==> src/sv/ssc_pkg.sv <==
`timescale 1ns / 1ps

package ssc_pkg;

  localparam int unsigned CFG_IDX_W  = 2;
  localparam int unsigned CFG_DATA_W = 11;
  localparam int unsigned NUM_STEPS  = 6;

  // Item kinds
  localparam logic OP_TICK  = 1'b0;
  localparam logic OP_FRAME = 1'b1;

  typedef enum logic [CFG_IDX_W-1:0] {
    CFG_MIN_SPEED      = 2'd0,
    CFG_ZC_THRESHOLD   = 2'd1,
    CFG_SETTLE_TICKS   = 2'd2,
    CFG_SPEED_FRAME_ID = 2'd3
  } cfg_idx_t;

  typedef logic [5:0]  gates_t;
  typedef logic [2:0]  step_t;
  typedef logic [9:0]  sample_t;
  typedef logic [15:0] speed_t;
  typedef logic [10:0] frame_id_t;
  typedef logic [31:0] ticks_t;
  typedef logic [29:0] step_time_t;
  typedef logic [39:0] on_prod_t;

  // Register reset values
  localparam logic [9:0] MIN_SPEED_RST      = 10'd100;
  localparam sample_t    ZC_THRESHOLD_RST   = 10'd512;
  localparam logic [7:0] SETTLE_TICKS_RST   = 8'd10;
  localparam frame_id_t  SPEED_FRAME_ID_RST = 11'h123;

  localparam speed_t     FULL_SPEED    = 16'd1000;
  // Step time is period / 6; period saturates at all-ones, so step time tops out here
  localparam step_time_t STEP_TIME_SAT = 30'(32'hFFFF_FFFF / NUM_STEPS);
  localparam step_time_t STEP_TIME_RST = 30'(1000000 / NUM_STEPS);
  localparam step_t      LAST_STEP     = 3'(NUM_STEPS - 1);

  typedef struct packed {
    gates_t gates;
    step_t  step_now;
    logic   commutated;
    logic   zero_cross;
  } res_t;

  // Gate pattern per step: bit 0 AH, 1 AL, 2 BH, 3 BL, 4 CH, 5 CL
  function automatic gates_t step_gates(input step_t step);
    gates_t g;
    unique case (step)
      3'd0:    g = 6'h09;
      3'd1:    g = 6'h21;
      3'd2:    g = 6'h24;
      3'd3:    g = 6'h06;
      3'd4:    g = 6'h12;
      3'd5:    g = 6'h18;
      default: g = 6'h00;
    endcase
    return g;
  endfunction

endpackage

==> src/sv/ssc_if.sv <==
`timescale 1ns / 1ps

interface ssc_in_if;
  import ssc_pkg::*;
  logic      valid;
  logic      ready;
  logic      op;
  frame_id_t frame_id;
  speed_t    speed_value;
  sample_t   bemf_a;
  sample_t   bemf_b;
  sample_t   bemf_c;

  modport source (output valid, op, frame_id, speed_value, bemf_a, bemf_b, bemf_c,
                  input ready);
  modport sink   (input valid, op, frame_id, speed_value, bemf_a, bemf_b, bemf_c,
                  output ready);
endinterface

interface ssc_out_if;
  import ssc_pkg::*;
  logic   valid;
  logic   ready;
  gates_t gates;
  step_t  step_now;
  logic   commutated;
  logic   zero_cross;

  modport source (output valid, gates, step_now, commutated, zero_cross, input ready);
  modport sink   (input valid, gates, step_now, commutated, zero_cross, output ready);
endinterface

==> src/sv/sensorless_six_step_commutator_core.sv <==
`timescale 1ns / 1ps

// Sensorless six-step BLDC commutator. Every input transaction yields exactly one
// result transaction. A tick (op 0) counts one microsecond, advances the step when
// the step time (period / 6) has run out, samples the floating phase's back-EMF on
// every tick once settle_ticks have passed since commutation, and cuts the gates
// once the on time (step time * speed / 1000) is reached when speed is below 1000.
// A speed frame (op 1) with a matching identifier stores the speed; its result
// repeats the current gates and step. Throughput is one transaction per clock while
// the skid register is empty: all tick work sits between the input handshake and
// the result register, and the step time * speed product is kept registered so
// that a tick only compares against it. Each result is registered; a two-entry
// output (result register plus skid register) keeps in_ch.ready high while one
// result waits for the sink. Configuration writes take effect on the next clock.
module sensorless_six_step_commutator_core (
  input  logic                             clk,
  input  logic                             rst_n,
  ssc_in_if.sink                           in_ch,
  ssc_out_if.source                        out_ch,
  input  logic                             cfg_we,
  input  logic [ssc_pkg::CFG_IDX_W-1:0]    cfg_index,
  input  logic [ssc_pkg::CFG_DATA_W-1:0]   cfg_wdata
);
  import ssc_pkg::*;

  // Configuration registers
  logic [9:0] min_speed_r;
  sample_t    zc_threshold_r;
  logic [7:0] settle_ticks_r;
  frame_id_t  speed_frame_id_r;

  // Motor state
  step_t      step_r,      step_nxt;
  ticks_t     elapsed_r,   elapsed_nxt;
  step_time_t step_time_r, step_time_nxt;
  on_prod_t   on_prod_r,   on_prod_nxt;
  speed_t     speed_r,     speed_nxt;
  sample_t    last_r,      last_nxt;
  gates_t     gate_r,      gate_nxt;

  // Output stage
  logic out_v_r,  out_v_nxt;
  res_t out_d_r,  out_d_nxt;
  logic skid_v_r, skid_v_nxt;
  res_t skid_d_r, skid_d_nxt;

  logic       in_acc;
  logic       out_fire;
  res_t       res;
  ticks_t     elapsed_inc;
  sample_t    sample;
  logic [41:0] ticks_x1000;

  assign in_ch.ready = !skid_v_r;
  assign in_acc      = in_ch.valid && in_ch.ready;
  assign out_fire    = out_v_r && out_ch.ready;

  // Configuration: plain write port, no read-back
  always_ff @(posedge clk) begin
    if (!rst_n) begin
      min_speed_r      <= MIN_SPEED_RST;
      zc_threshold_r   <= ZC_THRESHOLD_RST;
      settle_ticks_r   <= SETTLE_TICKS_RST;
      speed_frame_id_r <= SPEED_FRAME_ID_RST;
    end else if (cfg_we) begin
      unique case (cfg_idx_t'(cfg_index))
        CFG_MIN_SPEED:      min_speed_r      <= cfg_wdata[9:0];
        CFG_ZC_THRESHOLD:   zc_threshold_r   <= cfg_wdata[9:0];
        CFG_SETTLE_TICKS:   settle_ticks_r   <= cfg_wdata[7:0];
        CFG_SPEED_FRAME_ID: speed_frame_id_r <= cfg_wdata;
      endcase
    end
  end

  // Saturating tick count
  assign elapsed_inc = (elapsed_r == '1) ? elapsed_r : elapsed_r + 32'd1;

  // Per-transaction work
  always_comb begin
    step_nxt      = step_r;
    elapsed_nxt   = elapsed_r;
    step_time_nxt = step_time_r;
    speed_nxt     = speed_r;
    last_nxt      = last_r;
    gate_nxt      = gate_r;
    sample        = in_ch.bemf_a;
    ticks_x1000   = '0;
    res.commutated = 1'b0;
    res.zero_cross = 1'b0;

    if (in_acc) begin
      if (in_ch.op == OP_FRAME) begin
        if (in_ch.frame_id == speed_frame_id_r) begin
          speed_nxt = in_ch.speed_value;
        end
      end else begin
        elapsed_nxt = elapsed_inc;
        if (speed_r < {6'd0, min_speed_r}) begin
          // Below minimum speed: keep counting ticks, hold the rest, drop the gates
          gate_nxt = '0;
        end else begin
          // Advance the step once the step time has run out
          if (elapsed_inc >= {2'd0, step_time_r}) begin
            step_nxt       = (step_r >= LAST_STEP) ? 3'd0 : step_r + 3'd1;
            elapsed_nxt    = '0;
            gate_nxt       = step_gates(step_nxt);
            res.commutated = 1'b1;
          end

          // Watch the floating phase on every tick past the settle time
          if (elapsed_nxt >= {24'd0, settle_ticks_r} && step_nxt <= LAST_STEP) begin
            unique case (step_nxt)
              3'd0, 3'd3: sample = in_ch.bemf_c;
              3'd1, 3'd4: sample = in_ch.bemf_b;
              default:    sample = in_ch.bemf_a;
            endcase
            if ((last_r >= zc_threshold_r) != (sample >= zc_threshold_r)) begin
              res.zero_cross = 1'b1;
              // New period is elapsed * 6 (saturating), so step time is elapsed
              step_time_nxt = (elapsed_nxt > {2'd0, STEP_TIME_SAT}) ?
                              STEP_TIME_SAT : elapsed_nxt[29:0];
            end
            last_nxt = sample;
          end

          // On-time cut: elapsed >= floor(prod / 1000) <=> (elapsed + 1) * 1000 > prod.
          // After a fresh crossing the new on time never exceeds elapsed, so cut.
          if (speed_r < FULL_SPEED) begin
            ticks_x1000 = (42'(elapsed_nxt) + 42'd1) * 42'd1000;
            if (res.zero_cross || ticks_x1000 > {2'd0, on_prod_r}) begin
              gate_nxt = '0;
            end
          end
        end
      end
    end

    res.gates    = gate_nxt;
    res.step_now = step_nxt;
  end

  // Keep step time * speed ready for the next tick
  assign on_prod_nxt = 40'(step_time_nxt) * 40'(speed_nxt[9:0]);

  // Output register with skid register behind it
  always_comb begin
    out_v_nxt  = out_v_r;
    out_d_nxt  = out_d_r;
    skid_v_nxt = skid_v_r;
    skid_d_nxt = skid_d_r;
    if (!out_v_r || out_fire) begin
      if (skid_v_r) begin
        out_v_nxt  = 1'b1;
        out_d_nxt  = skid_d_r;
        skid_v_nxt = 1'b0;
      end else begin
        out_v_nxt = in_acc;
        out_d_nxt = res;
      end
    end else if (in_acc) begin
      skid_v_nxt = 1'b1;
      skid_d_nxt = res;
    end
  end

  always_ff @(posedge clk) begin
    if (!rst_n) begin
      step_r      <= '0;
      elapsed_r   <= '0;
      step_time_r <= STEP_TIME_RST;
      on_prod_r   <= '0;
      speed_r     <= '0;
      last_r      <= '0;
      gate_r      <= '0;
      out_v_r     <= 1'b0;
      skid_v_r    <= 1'b0;
    end else begin
      step_r      <= step_nxt;
      elapsed_r   <= elapsed_nxt;
      step_time_r <= step_time_nxt;
      on_prod_r   <= on_prod_nxt;
      speed_r     <= speed_nxt;
      last_r      <= last_nxt;
      gate_r      <= gate_nxt;
      out_v_r     <= out_v_nxt;
      skid_v_r    <= skid_v_nxt;
    end
  end

  always_ff @(posedge clk) begin
    out_d_r  <= out_d_nxt;
    skid_d_r <= skid_d_nxt;
  end

  assign out_ch.valid      = out_v_r;
  assign out_ch.gates      = out_d_r.gates;
  assign out_ch.step_now   = out_d_r.step_now;
  assign out_ch.commutated = out_d_r.commutated;
  assign out_ch.zero_cross = out_d_r.zero_cross;

endmodule

==> src/flat_wrapper.sv <==
// flat-port wrapper written by rule: the top's interface ports become plain ports
module sensorless_six_step_commutator_core_flat import ssc_pkg::*;
  (clk, rst_n, cfg_we, cfg_index, cfg_wdata, in_ch_valid, in_ch_op, in_ch_frame_id, in_ch_speed_value, in_ch_bemf_a, in_ch_bemf_b, in_ch_bemf_c, in_ch_ready, out_ch_valid, out_ch_gates, out_ch_step_now, out_ch_commutated, out_ch_zero_cross, out_ch_ready);
  ssc_in_if in_ch_i ();
  ssc_out_if out_ch_i ();
  input  logic clk;
  input  logic rst_n;
  input  logic cfg_we;
  input  logic [ssc_pkg::CFG_IDX_W-1:0] cfg_index;
  input  logic [ssc_pkg::CFG_DATA_W-1:0] cfg_wdata;
  input wire logic [$bits(in_ch_i.valid)-1:0] in_ch_valid;
  input wire logic [$bits(in_ch_i.op)-1:0] in_ch_op;
  input wire logic [$bits(in_ch_i.frame_id)-1:0] in_ch_frame_id;
  input wire logic [$bits(in_ch_i.speed_value)-1:0] in_ch_speed_value;
  input wire logic [$bits(in_ch_i.bemf_a)-1:0] in_ch_bemf_a;
  input wire logic [$bits(in_ch_i.bemf_b)-1:0] in_ch_bemf_b;
  input wire logic [$bits(in_ch_i.bemf_c)-1:0] in_ch_bemf_c;
  output wire logic [$bits(in_ch_i.ready)-1:0] in_ch_ready;
  output wire logic [$bits(out_ch_i.valid)-1:0] out_ch_valid;
  output wire logic [$bits(out_ch_i.gates)-1:0] out_ch_gates;
  output wire logic [$bits(out_ch_i.step_now)-1:0] out_ch_step_now;
  output wire logic [$bits(out_ch_i.commutated)-1:0] out_ch_commutated;
  output wire logic [$bits(out_ch_i.zero_cross)-1:0] out_ch_zero_cross;
  input wire logic [$bits(out_ch_i.ready)-1:0] out_ch_ready;
  assign in_ch_i.valid = in_ch_valid;
  assign in_ch_i.op = in_ch_op;
  assign in_ch_i.frame_id = in_ch_frame_id;
  assign in_ch_i.speed_value = in_ch_speed_value;
  assign in_ch_i.bemf_a = in_ch_bemf_a;
  assign in_ch_i.bemf_b = in_ch_bemf_b;
  assign in_ch_i.bemf_c = in_ch_bemf_c;
  assign in_ch_ready = in_ch_i.ready;
  assign out_ch_valid = out_ch_i.valid;
  assign out_ch_gates = out_ch_i.gates;
  assign out_ch_step_now = out_ch_i.step_now;
  assign out_ch_commutated = out_ch_i.commutated;
  assign out_ch_zero_cross = out_ch_i.zero_cross;
  assign out_ch_i.ready = out_ch_ready;
  sensorless_six_step_commutator_core u_core (.clk(clk), .rst_n(rst_n), .in_ch(in_ch_i), .out_ch(out_ch_i), .cfg_we(cfg_we), .cfg_index(cfg_index), .cfg_wdata(cfg_wdata));
endmodule
==> config.mk <==
export PLATFORM = sky130hd
export DESIGN_NAME = sensorless_six_step_commutator_core_flat
export DESIGN_NICKNAME = d
export VERILOG_FILES = /design/src/sv/ssc_pkg.sv /design/src/sv/ssc_if.sv /design/src/sv/sensorless_six_step_commutator_core.sv /design/src/flat_wrapper.sv
export SDC_FILE = /design/constraint.sdc
export NUM_CORES = 2
export LEC_CHECK = 0
export ABC_AREA = 1
export BUFFER_PORTS_ARGS = -buffer_cell sky130_fd_sc_hd__buf_2
export CAP_MARGIN = 20
export CORE_MARGIN = 2
export CORE_UTILIZATION = 40
export CTS_CLUSTER_DIAMETER = 40
export DETAILED_ROUTE_END_ITERATION = 16
export PLACE_DENSITY = 0.58
export REMOVE_ABC_BUFFERS = 1
export SLEW_MARGIN = 20
export SYNTH_ARGS = -nofsm -noshare
export SYNTH_HDL_FRONTEND = slang
export SYNTH_SLANG_ARGS = --single-unit
==> constraint.sdc <==
create_clock -name clk -period 9.9 [get_ports clk]
set_clock_uncertainty 0.15 [all_clocks]
set_input_delay 0.495 -clock clk [delete_from_list [all_inputs] [get_ports clk]]
set_output_delay 0.495 -clock clk [all_outputs]
set_load 0.05 [all_outputs]
# [Yosys cells after proc, flatten, opt, wreduce, memory -nomap -nowiden]
# Cells that the tools add are included.
[totals] regBits=200 elab_cells=122
[op_classes] add_sub_neg=3 mul=2 order_cmp=10 eq_ne=14 muxes=46 n_bitwise=4 n_reduce_logical=21
[op_table] op="32-bit 2-to-1 mux" n=6
[op_table] op="30-bit 2-to-1 mux" n=6
[op_table] op="10-bit 2-to-1 mux" n=7
[op_table] op="42-bit by 40-bit greater-than comparator with 1-bit output" n=1
[op_table] op="42-bit by 7-bit multiplier with 39-bit output (second input constant)" n=1
[op_table] op="30-bit by 10-bit multiplier with 40-bit output" n=1
[op_table] op="6-bit 2-to-1 mux" n=6
[op_table] op="6-bit one-hot mux with 6 select lines" n=1
[op_table] op="32-bit by 1-bit adder with 33-bit output (second input constant)" n=1
[op_table] op="32-bit by 1-bit adder with 32-bit output (second input constant)" n=1
[op_table] op="32-bit equality test (second input constant)" n=1
[op_table] op="32-bit by 30-bit greater-or-equal comparator with 1-bit output" n=1
[op_table] op="32-bit by 8-bit greater-or-equal comparator with 1-bit output" n=1
[op_table] op="32-bit by 30-bit greater-than comparator with 1-bit output (second input constant)" n=1
[op_table] op="3-bit 2-to-1 mux" n=8
[op_table] op="10-bit greater-or-equal comparator" n=2
[op_table] op="10-bit one-hot mux with 2 select lines" n=1
[op_table] op="16-bit by 10-bit less-than comparator with 1-bit output" n=1
[op_table] op="16-bit by 10-bit less-than comparator with 1-bit output (second input constant)" n=1
[op_table] op="2-bit AND reduction" n=6
[op_table] op="11-bit equality test" n=1
[op_table] op="11-bit 2-to-1 mux" n=1
[op_table] op="3-bit by 2-bit equality test with 1-bit output (second input constant)" n=3
[op_table] op="3-bit equality test (second input constant)" n=3
[op_table] op="18 further kinds" n=38

# [Depth between registers and ports, before layout]
[logic_depth] word_depth=28 mapped_depth=83

# [Worst setup path after synthesis]
# OpenSTA, ideal clock, no wires.
[synth_path] path_type="reg-to-reg" from="reg u_core.elapsed_r[1]" to="reg u_core.on_prod_r[32]" setup_ps=70 arrival_ps=10531 required_time_ps=9680 slack_ps=-851 path_stages_with_launch=78 period_less_slack_ps=10751 path_cell_list="dfxtp_1 -> ha_1 -> inv_1 -> nor2_2 -> nand2_2 -> nor2_4 -> nand2_2 -> clkbuf_1 -> buf_2 -> xor2_1 -> ha_1 -> nand2_1 -> nand3_1 -> nand2_1 -> nand2_1 -> nand2_1 -> nand2_1 -> nand2_1 -> [... 42 more ...] -> inv_1 -> fa_1 -> inv_1 -> ha_1 -> nand2_1 -> nor2_1 -> nand2_1 -> o211ai_1 -> nand3_1 -> nand2_1 -> a21oi_1 -> inv_1 -> a31oi_1 -> o21ai_0 -> a21oi_1 -> o21ai_0 -> o21ai_0 -> a21oi_1"
[synth_between] elab_chain_cells=22
[synth_rtl] item="start, declared" line="sensorless_six_step_commutator_core.sv:34" source="ticks_t elapsed_r, elapsed_nxt;"
[synth_rtl] item="start signal, assigned" line="sensorless_six_step_commutator_core.sv:179" source="elapsed_r <= elapsed_nxt;"
[synth_rtl] item="32-bit by 1-bit adder with 32-bit output / 32-bit equality test (equally long branches)" line="sensorless_six_step_commutator_core.sv:76" source="assign elapsed_inc = (elapsed_r == '1) ? elapsed_r : elapsed_r + 32'd1;"
[synth_rtl] item="32-bit 2-to-1 mux (*)" line="sensorless_six_step_commutator_core.sv:76"
[synth_rtl] item="32-bit by 30-bit greater-or-equal comparator with 1-bit output" line="sensorless_six_step_commutator_core.sv:103" source="if (elapsed_inc >= {2'd0, step_time_r}) begin"
[synth_rtl] item="3-bit 2-to-1 mux" line="sensorless_six_step_commutator_core.sv:103"
[synth_rtl] item="3-bit 2-to-1 mux" line="sensorless_six_step_commutator_core.sv:98" source="if (speed_r < {6'd0, min_speed_r}) begin"
[synth_rtl] item="3-bit 2-to-1 mux" line="sensorless_six_step_commutator_core.sv:92" source="if (in_ch.op == OP_FRAME) begin"
[synth_rtl] item="3-bit 2-to-1 mux" line="sensorless_six_step_commutator_core.sv:91" source="if (in_acc) begin"
[synth_rtl] item="3-bit by 1-bit equality test with 1-bit output, or another cell as far along" line="sensorless_six_step_commutator_core.sv:112" source="unique case (step_nxt)"
[synth_rtl] item="[... 6 more ...]"
[synth_rtl] item="10-bit greater-or-equal comparator" line="sensorless_six_step_commutator_core.sv:117" source="if ((last_r >= zc_threshold_r) != (sample >= zc_threshold_r)) begin"
[synth_rtl] item="1-bit != test" line="sensorless_six_step_commutator_core.sv:117"
[synth_rtl] item="30-bit 2-to-1 mux" line="sensorless_six_step_commutator_core.sv:117"
[synth_rtl] item="30-bit 2-to-1 mux (*)" line="sensorless_six_step_commutator_core.sv:111" source="if (elapsed_nxt >= {24'd0, settle_ticks_r} && step_nxt <= LAST_STEP) begin"
[synth_rtl] item="30-bit 2-to-1 mux (*)" line="sensorless_six_step_commutator_core.sv:98"
[synth_rtl] item="30-bit 2-to-1 mux (*)" line="sensorless_six_step_commutator_core.sv:92"
[synth_rtl] item="30-bit 2-to-1 mux (*)" line="sensorless_six_step_commutator_core.sv:91"
[synth_rtl] item="30-bit by 10-bit multiplier with 40-bit output (*)" line="sensorless_six_step_commutator_core.sv:143" source="assign on_prod_nxt = 40'(step_time_nxt) * 40'(speed_nxt[9:0]);"
[synth_rtl] item="end signal, assigned" line="sensorless_six_step_commutator_core.sv:181" source="on_prod_r <= on_prod_nxt;"
[synth_rtl] item="end, declared" line="sensorless_six_step_commutator_core.sv:36" source="on_prod_t on_prod_r, on_prod_nxt;"
# Every way passes the cells marked *; elsewhere a longest branch is shown, timed or not. The select of a mux whose other input is x is not followed.
# A chain may end at the register's enable or synchronous reset.

# [Worst setup path in the final report]
[layout_path] from="reg u_core.elapsed_r[19]" to="reg u_core.on_prod_r[31]"
# The elaborated chain is that of the path after synthesis.

==> Implementation_results.wiki <==
{| class="wikitable"
! Metric !! Value
|-
| Status || finished, violations left
|-
| Failing checks || setup timing
|-
| Drt initial violations || 1996
|-
| Dominant synthesized flop cell || sky130_fd_sc_hd__dfxtp_1
|-
| Switching power || 0.000523 W
|-
| Complex-gate fraction of the synthesized area || 0.131
|-
| CTS Hold Buffers Added || 0
|-
| Power consumption || 0.00190 W
|-
| EDFF count, synth || 22
|-
| Final Cycle Share || 1.09
|-
| Count of vias placed by the detailed router || 26500
|-
| Area inside the core boundary || 66100 µm²
|-
| Largest incremental delay on the critical path || 0.61 ns
|-
| Count of boundary I/O pins || 89
|-
| Final std cell area, no fill || 37100 µm²
|-
| Synthesis Warnings || 0
|-
| Clock-pin slew of the registers on the worst-case setup and hold paths || 0.08 ns
|-
| Worst setup SP type || flip-flop
|-
| Post-synthesis share of cell area spent on full adders, half adders and majority gates || 0.380
|-
| Critical Path Fanout Max || 7
|-
| Wire length of the first global-routing pass || 147000 µm
|-
| Max-Slew Margin vs Limit || 0.286
|-
| Routed wire length per instance || 17.7 µm
|-
| Max-cap violation count || 0
|-
| Final Util || 0.561
|-
| Final worst setup slack || -0.842 ns
|-
| Post-synth design cell area || 26800 µm²
|-
| Setup Viol. Count Final || 47
|-
| Fraction of synthesis flops using an asynchronous set or reset pin || 0
|-
| Clock insertion delay at the later pin of the skew report || 0.49 ns
|-
| Setup repair after global routing missed its margin || true
|-
| Syn_area_per_cell || 7.66 µm²
|-
| Number of clock sinks || 200
|-
| Number of buffers between clock root and the deepest sink || 2
|-
| CTS buffer count || 17
|-
| Worst slew pin tran || 1.07 ns
|-
| Cell-internal power || 0.00138 W
|-
| Area share of xor/xnor cells in the synthesized design || 0.0307
|-
| Relative contribution of combinational cells to total power || 0.161
|-
| Highest attainable clock frequency || 93.1 MHz
|-
| Area of the die || 69100 µm²
|-
| Most common library cell in the layout ignoring fill and taps || sky130_fd_sc_hd__buf_4
|-
| Hold_ws || 0.0812 ns
|-
| Routability Congestion || 0.965
|-
| Cell with the most instances on the worst path || sky130_fd_sc_hd__buf_4
|-
| Clock network fraction of total power || 0.401
|-
| Antenna cells || 0
|-
| Share of final-layout standard cells stronger than drive strength 1 || 0.321
|-
| Kind of path behind the tightest hold check || in -> reg
|-
| Sequential cell area fraction in the yosys report || 0.158
|-
| Cells after Synth || 3498
|-
| Pin count of the biggest net entering global routing || 94
|-
| Starting density of the core || 0.405
|-
| Hold Fails Final Rpt || 0
|-
| Root Buffer || sky130_fd_sc_hd__clkbuf_16
|-
| Number of standard-cell rows in the floorplan || 94
|-
| Dominant combinational cell family by area after synthesis || adder cells
|-
| Post-Synth Simple-Gate Area || 0.193
|-
| Critical path buffers and inverters || 19
|-
| Max-slew violation count || 0
|-
| Min Clock Period, post-route || 10.74 ns
|-
| Detail Route Antenna Nets || 0
|-
| Placed Area || 33400 µm²
|-
| Mux contribution to synthesized area || 0
|-
| Register bit count reported by yosys || 200
|-
| Number of antenna violations at the first check in global routing || 1
|-
| Largest delay share family, worst path || adder cells
|-
| Total Routing Usage GR || 0.271
|-
| Vias in the first global route || 26800
|-
| CP required || 10.13 ns
|-
| Number of iterations in the first detailed-routing pass || 5
|-
| TritonCTS clock tree || yes
|-
| Via count normalized by instance count || 5.07
|-
| Worst Path Class, Setup || reg -> reg
|-
| Distinct cell type count after synthesis || 54
|-
| Worst endpoint data arrival time || 10.97 ns
|-
| H-tree levels || 4
|-
| Count of buffers from port buffering || 88
|-
| Power Dens Cells || 51.3 nW/µm²
|-
| Post-DP HPWL || 74900 µm
|-
| Gr ovfl total || 0
|-
| Drc violations || 0
|-
| Count of nets after finishing || 5034
|-
| Die span in x || 263 µm
|-
| Die extent in y || 263 µm
|-
| Critical path's slowest cell || sky130_fd_sc_hd__fa_1
|-
| Sequential share of power || 0.438
|-
| Leakage power figure || 19.0 nW
|-
| WL final || 92300 µm
|-
| Maximum ir drop on the vdd rail || 0.000132 V
|-
| Kind of end point of the critical path || flip-flop
|-
| Proportion of total power due to net switching || 0.275
|-
| Most frequent cells in the layout || sky130_fd_sc_hd__buf_4 (751), sky130_fd_sc_hd__inv_1 (602), sky130_fd_sc_hd__nand2_1 (548)
|-
| Layout overhead on the synthesized area || 38.4%
|}
## area by class of cell
class / instances / area (µm²)
timing repair buffer: 901 / 6980
inverter: 659 / 2490
multi-input combinational: 2569 / 21700
clock buffer: 21 / 462
fill: 6122 / 29000
sequential: 200 / 4260
clock inverter: 11 / 159
tap: 864 / 1080
## through the flow
stage | setup TNS, ns | cells | worst slack [ns]
2_1_floorplan | -52.63 | 3427 | -1.71
3_3_place_gp | -48.70 | 5091 | -1.43
3_5_place_dp | -51.45 | 5091 | -1.53
4_1_cts | -24.71 | 5193 | -0.693
5_1_grt | -59.95 | 5225 | -1.45
6_report | -28.48 | 5225 | -0.842
## power by group through the flow
stage	clock, W	combinational (W)	sequential [W]
after floorplan	0	0.000159	0.000862
after global placement	0	0.000291	0.000852
after detailed placement	0	0.000294	0.000852
after CTS	0.000776	0.000301	0.000834
after global routing	0.000807	0.000347	0.000835
final	0.000762	0.000307	0.000834
## kinds of logic after synthesis
group / after synthesis
AO/OA/AOI/OAI: 628
XOR/XNOR: 94
adder cells (fa/ha/maj): 610
buffers and inverters: 741
flip-flops: 200
other: 2
AND/OR/NAND/NOR: 1223
## routing by layer
| metal | track usage | routed length, µm |
|---|---|---|
| met3 | 0.0352 | 5660 |
| met5 | 0 | 9 |
| met2 | 0.436 | 42100 |
| met4 | 0.0897 | 2960 |
| met1 | 0.377 | 41600 |
## cells in the mapped netlist, drive strengths merged (2+ instances only)
library cell	number	share of area
o2111ai	4	0.0013
a31oi	13	0.0030
and2	2	0.00047
clkinv	10	0.0014
inv	649	0.091
edfxtp	22	0.025
a21oi	319	0.060
nor2	353	0.053
ha	269	0.13
a21o	7	0.0020
dfxtp	178	0.13
o211ai	55	0.015
nor4	12	0.0028
nand3b	4	0.0013
buf	19	0.0050
o41ai	4	0.0013
nand4	32	0.0075
clkbuf	63	0.0088
fa	341	0.25
o21bai	5	0.0014
a21boi	4	0.0011
or2	11	0.0026
nor3	38	0.0073
conb	2	0.00028
o21a	14	0.0039
a211oi	7	0.0020
nand2	640	0.092
o21ai	188	0.037
nand3	130	0.027
xnor2	41	0.013
xor2	53	0.017
o31ai	2	0.00056
## flip-flops by register name (all words and copies together), names as in the netlist
| name | count |
|---|---|
| u_core.min_speed_r | 10 |
| u_core.last_r | 10 |
| u_core.out_ch.step_now | 3 |
| u_core.settle_ticks_r | 8 |
| u_core.step_r | 3 |
| u_core.zc_threshold_r | 10 |
| u_core.gate_r | 6 |
| u_core.speed_r | 16 |
| u_core.on_prod_r | 40 |
| u_core.out_ch.zero_cross | 1 |
| u_core.skid_d_r | 11 |
| u_core.out_ch.commutated | 1 |
| u_core.speed_frame_id_r | 11 |
| u_core.out_ch.gates | 6 |
| u_core.skid_v_r | 1 |
| u_core.out_ch.valid | 1 |
| u_core.elapsed_r | 32 |
| u_core.step_time_r | 30 |
## final timing paths
kind | from | endpoint | slack (ns) | cells after the start
setup reg to reg | u_core.elapsed_r[19]$_SDFFE_PN0P_ | u_core.on_prod_r[31]$_SDFF_PN0_ | -0.84 | 67
setup / recovery | u_core.elapsed_r[19]$_SDFFE_PN0P_ | u_core.on_prod_r[31]$_SDFF_PN0_ | -0.84 | 67
hold reg to reg | u_core.min_speed_r[8]$_SDFFE_PN0P_ | u_core.min_speed_r[8]$_SDFFE_PN0P_ | 0.31 | 2
hold / removal | cfg_wdata[10] | u_core.speed_frame_id_r[10]$_SDFFE_PN0P_ | 0.08 | 3
## tightest hold or removal path, cell delays in order
cell and delay, ns:
sky130_fd_sc_hd__buf_2 0.07, sky130_fd_sc_hd__nor2_1 0.03, sky130_fd_sc_hd__nor2_1 0.08
## repair_timing
action	in CTS	in global routing
pin swaps	150	88
gates resized for setup	374	169
hold endpoints to repair	0	0
cloned	6	0
setup endpoints to repair	51	52
setup buffers	65	37
Power figures use the tool's default switching activity.
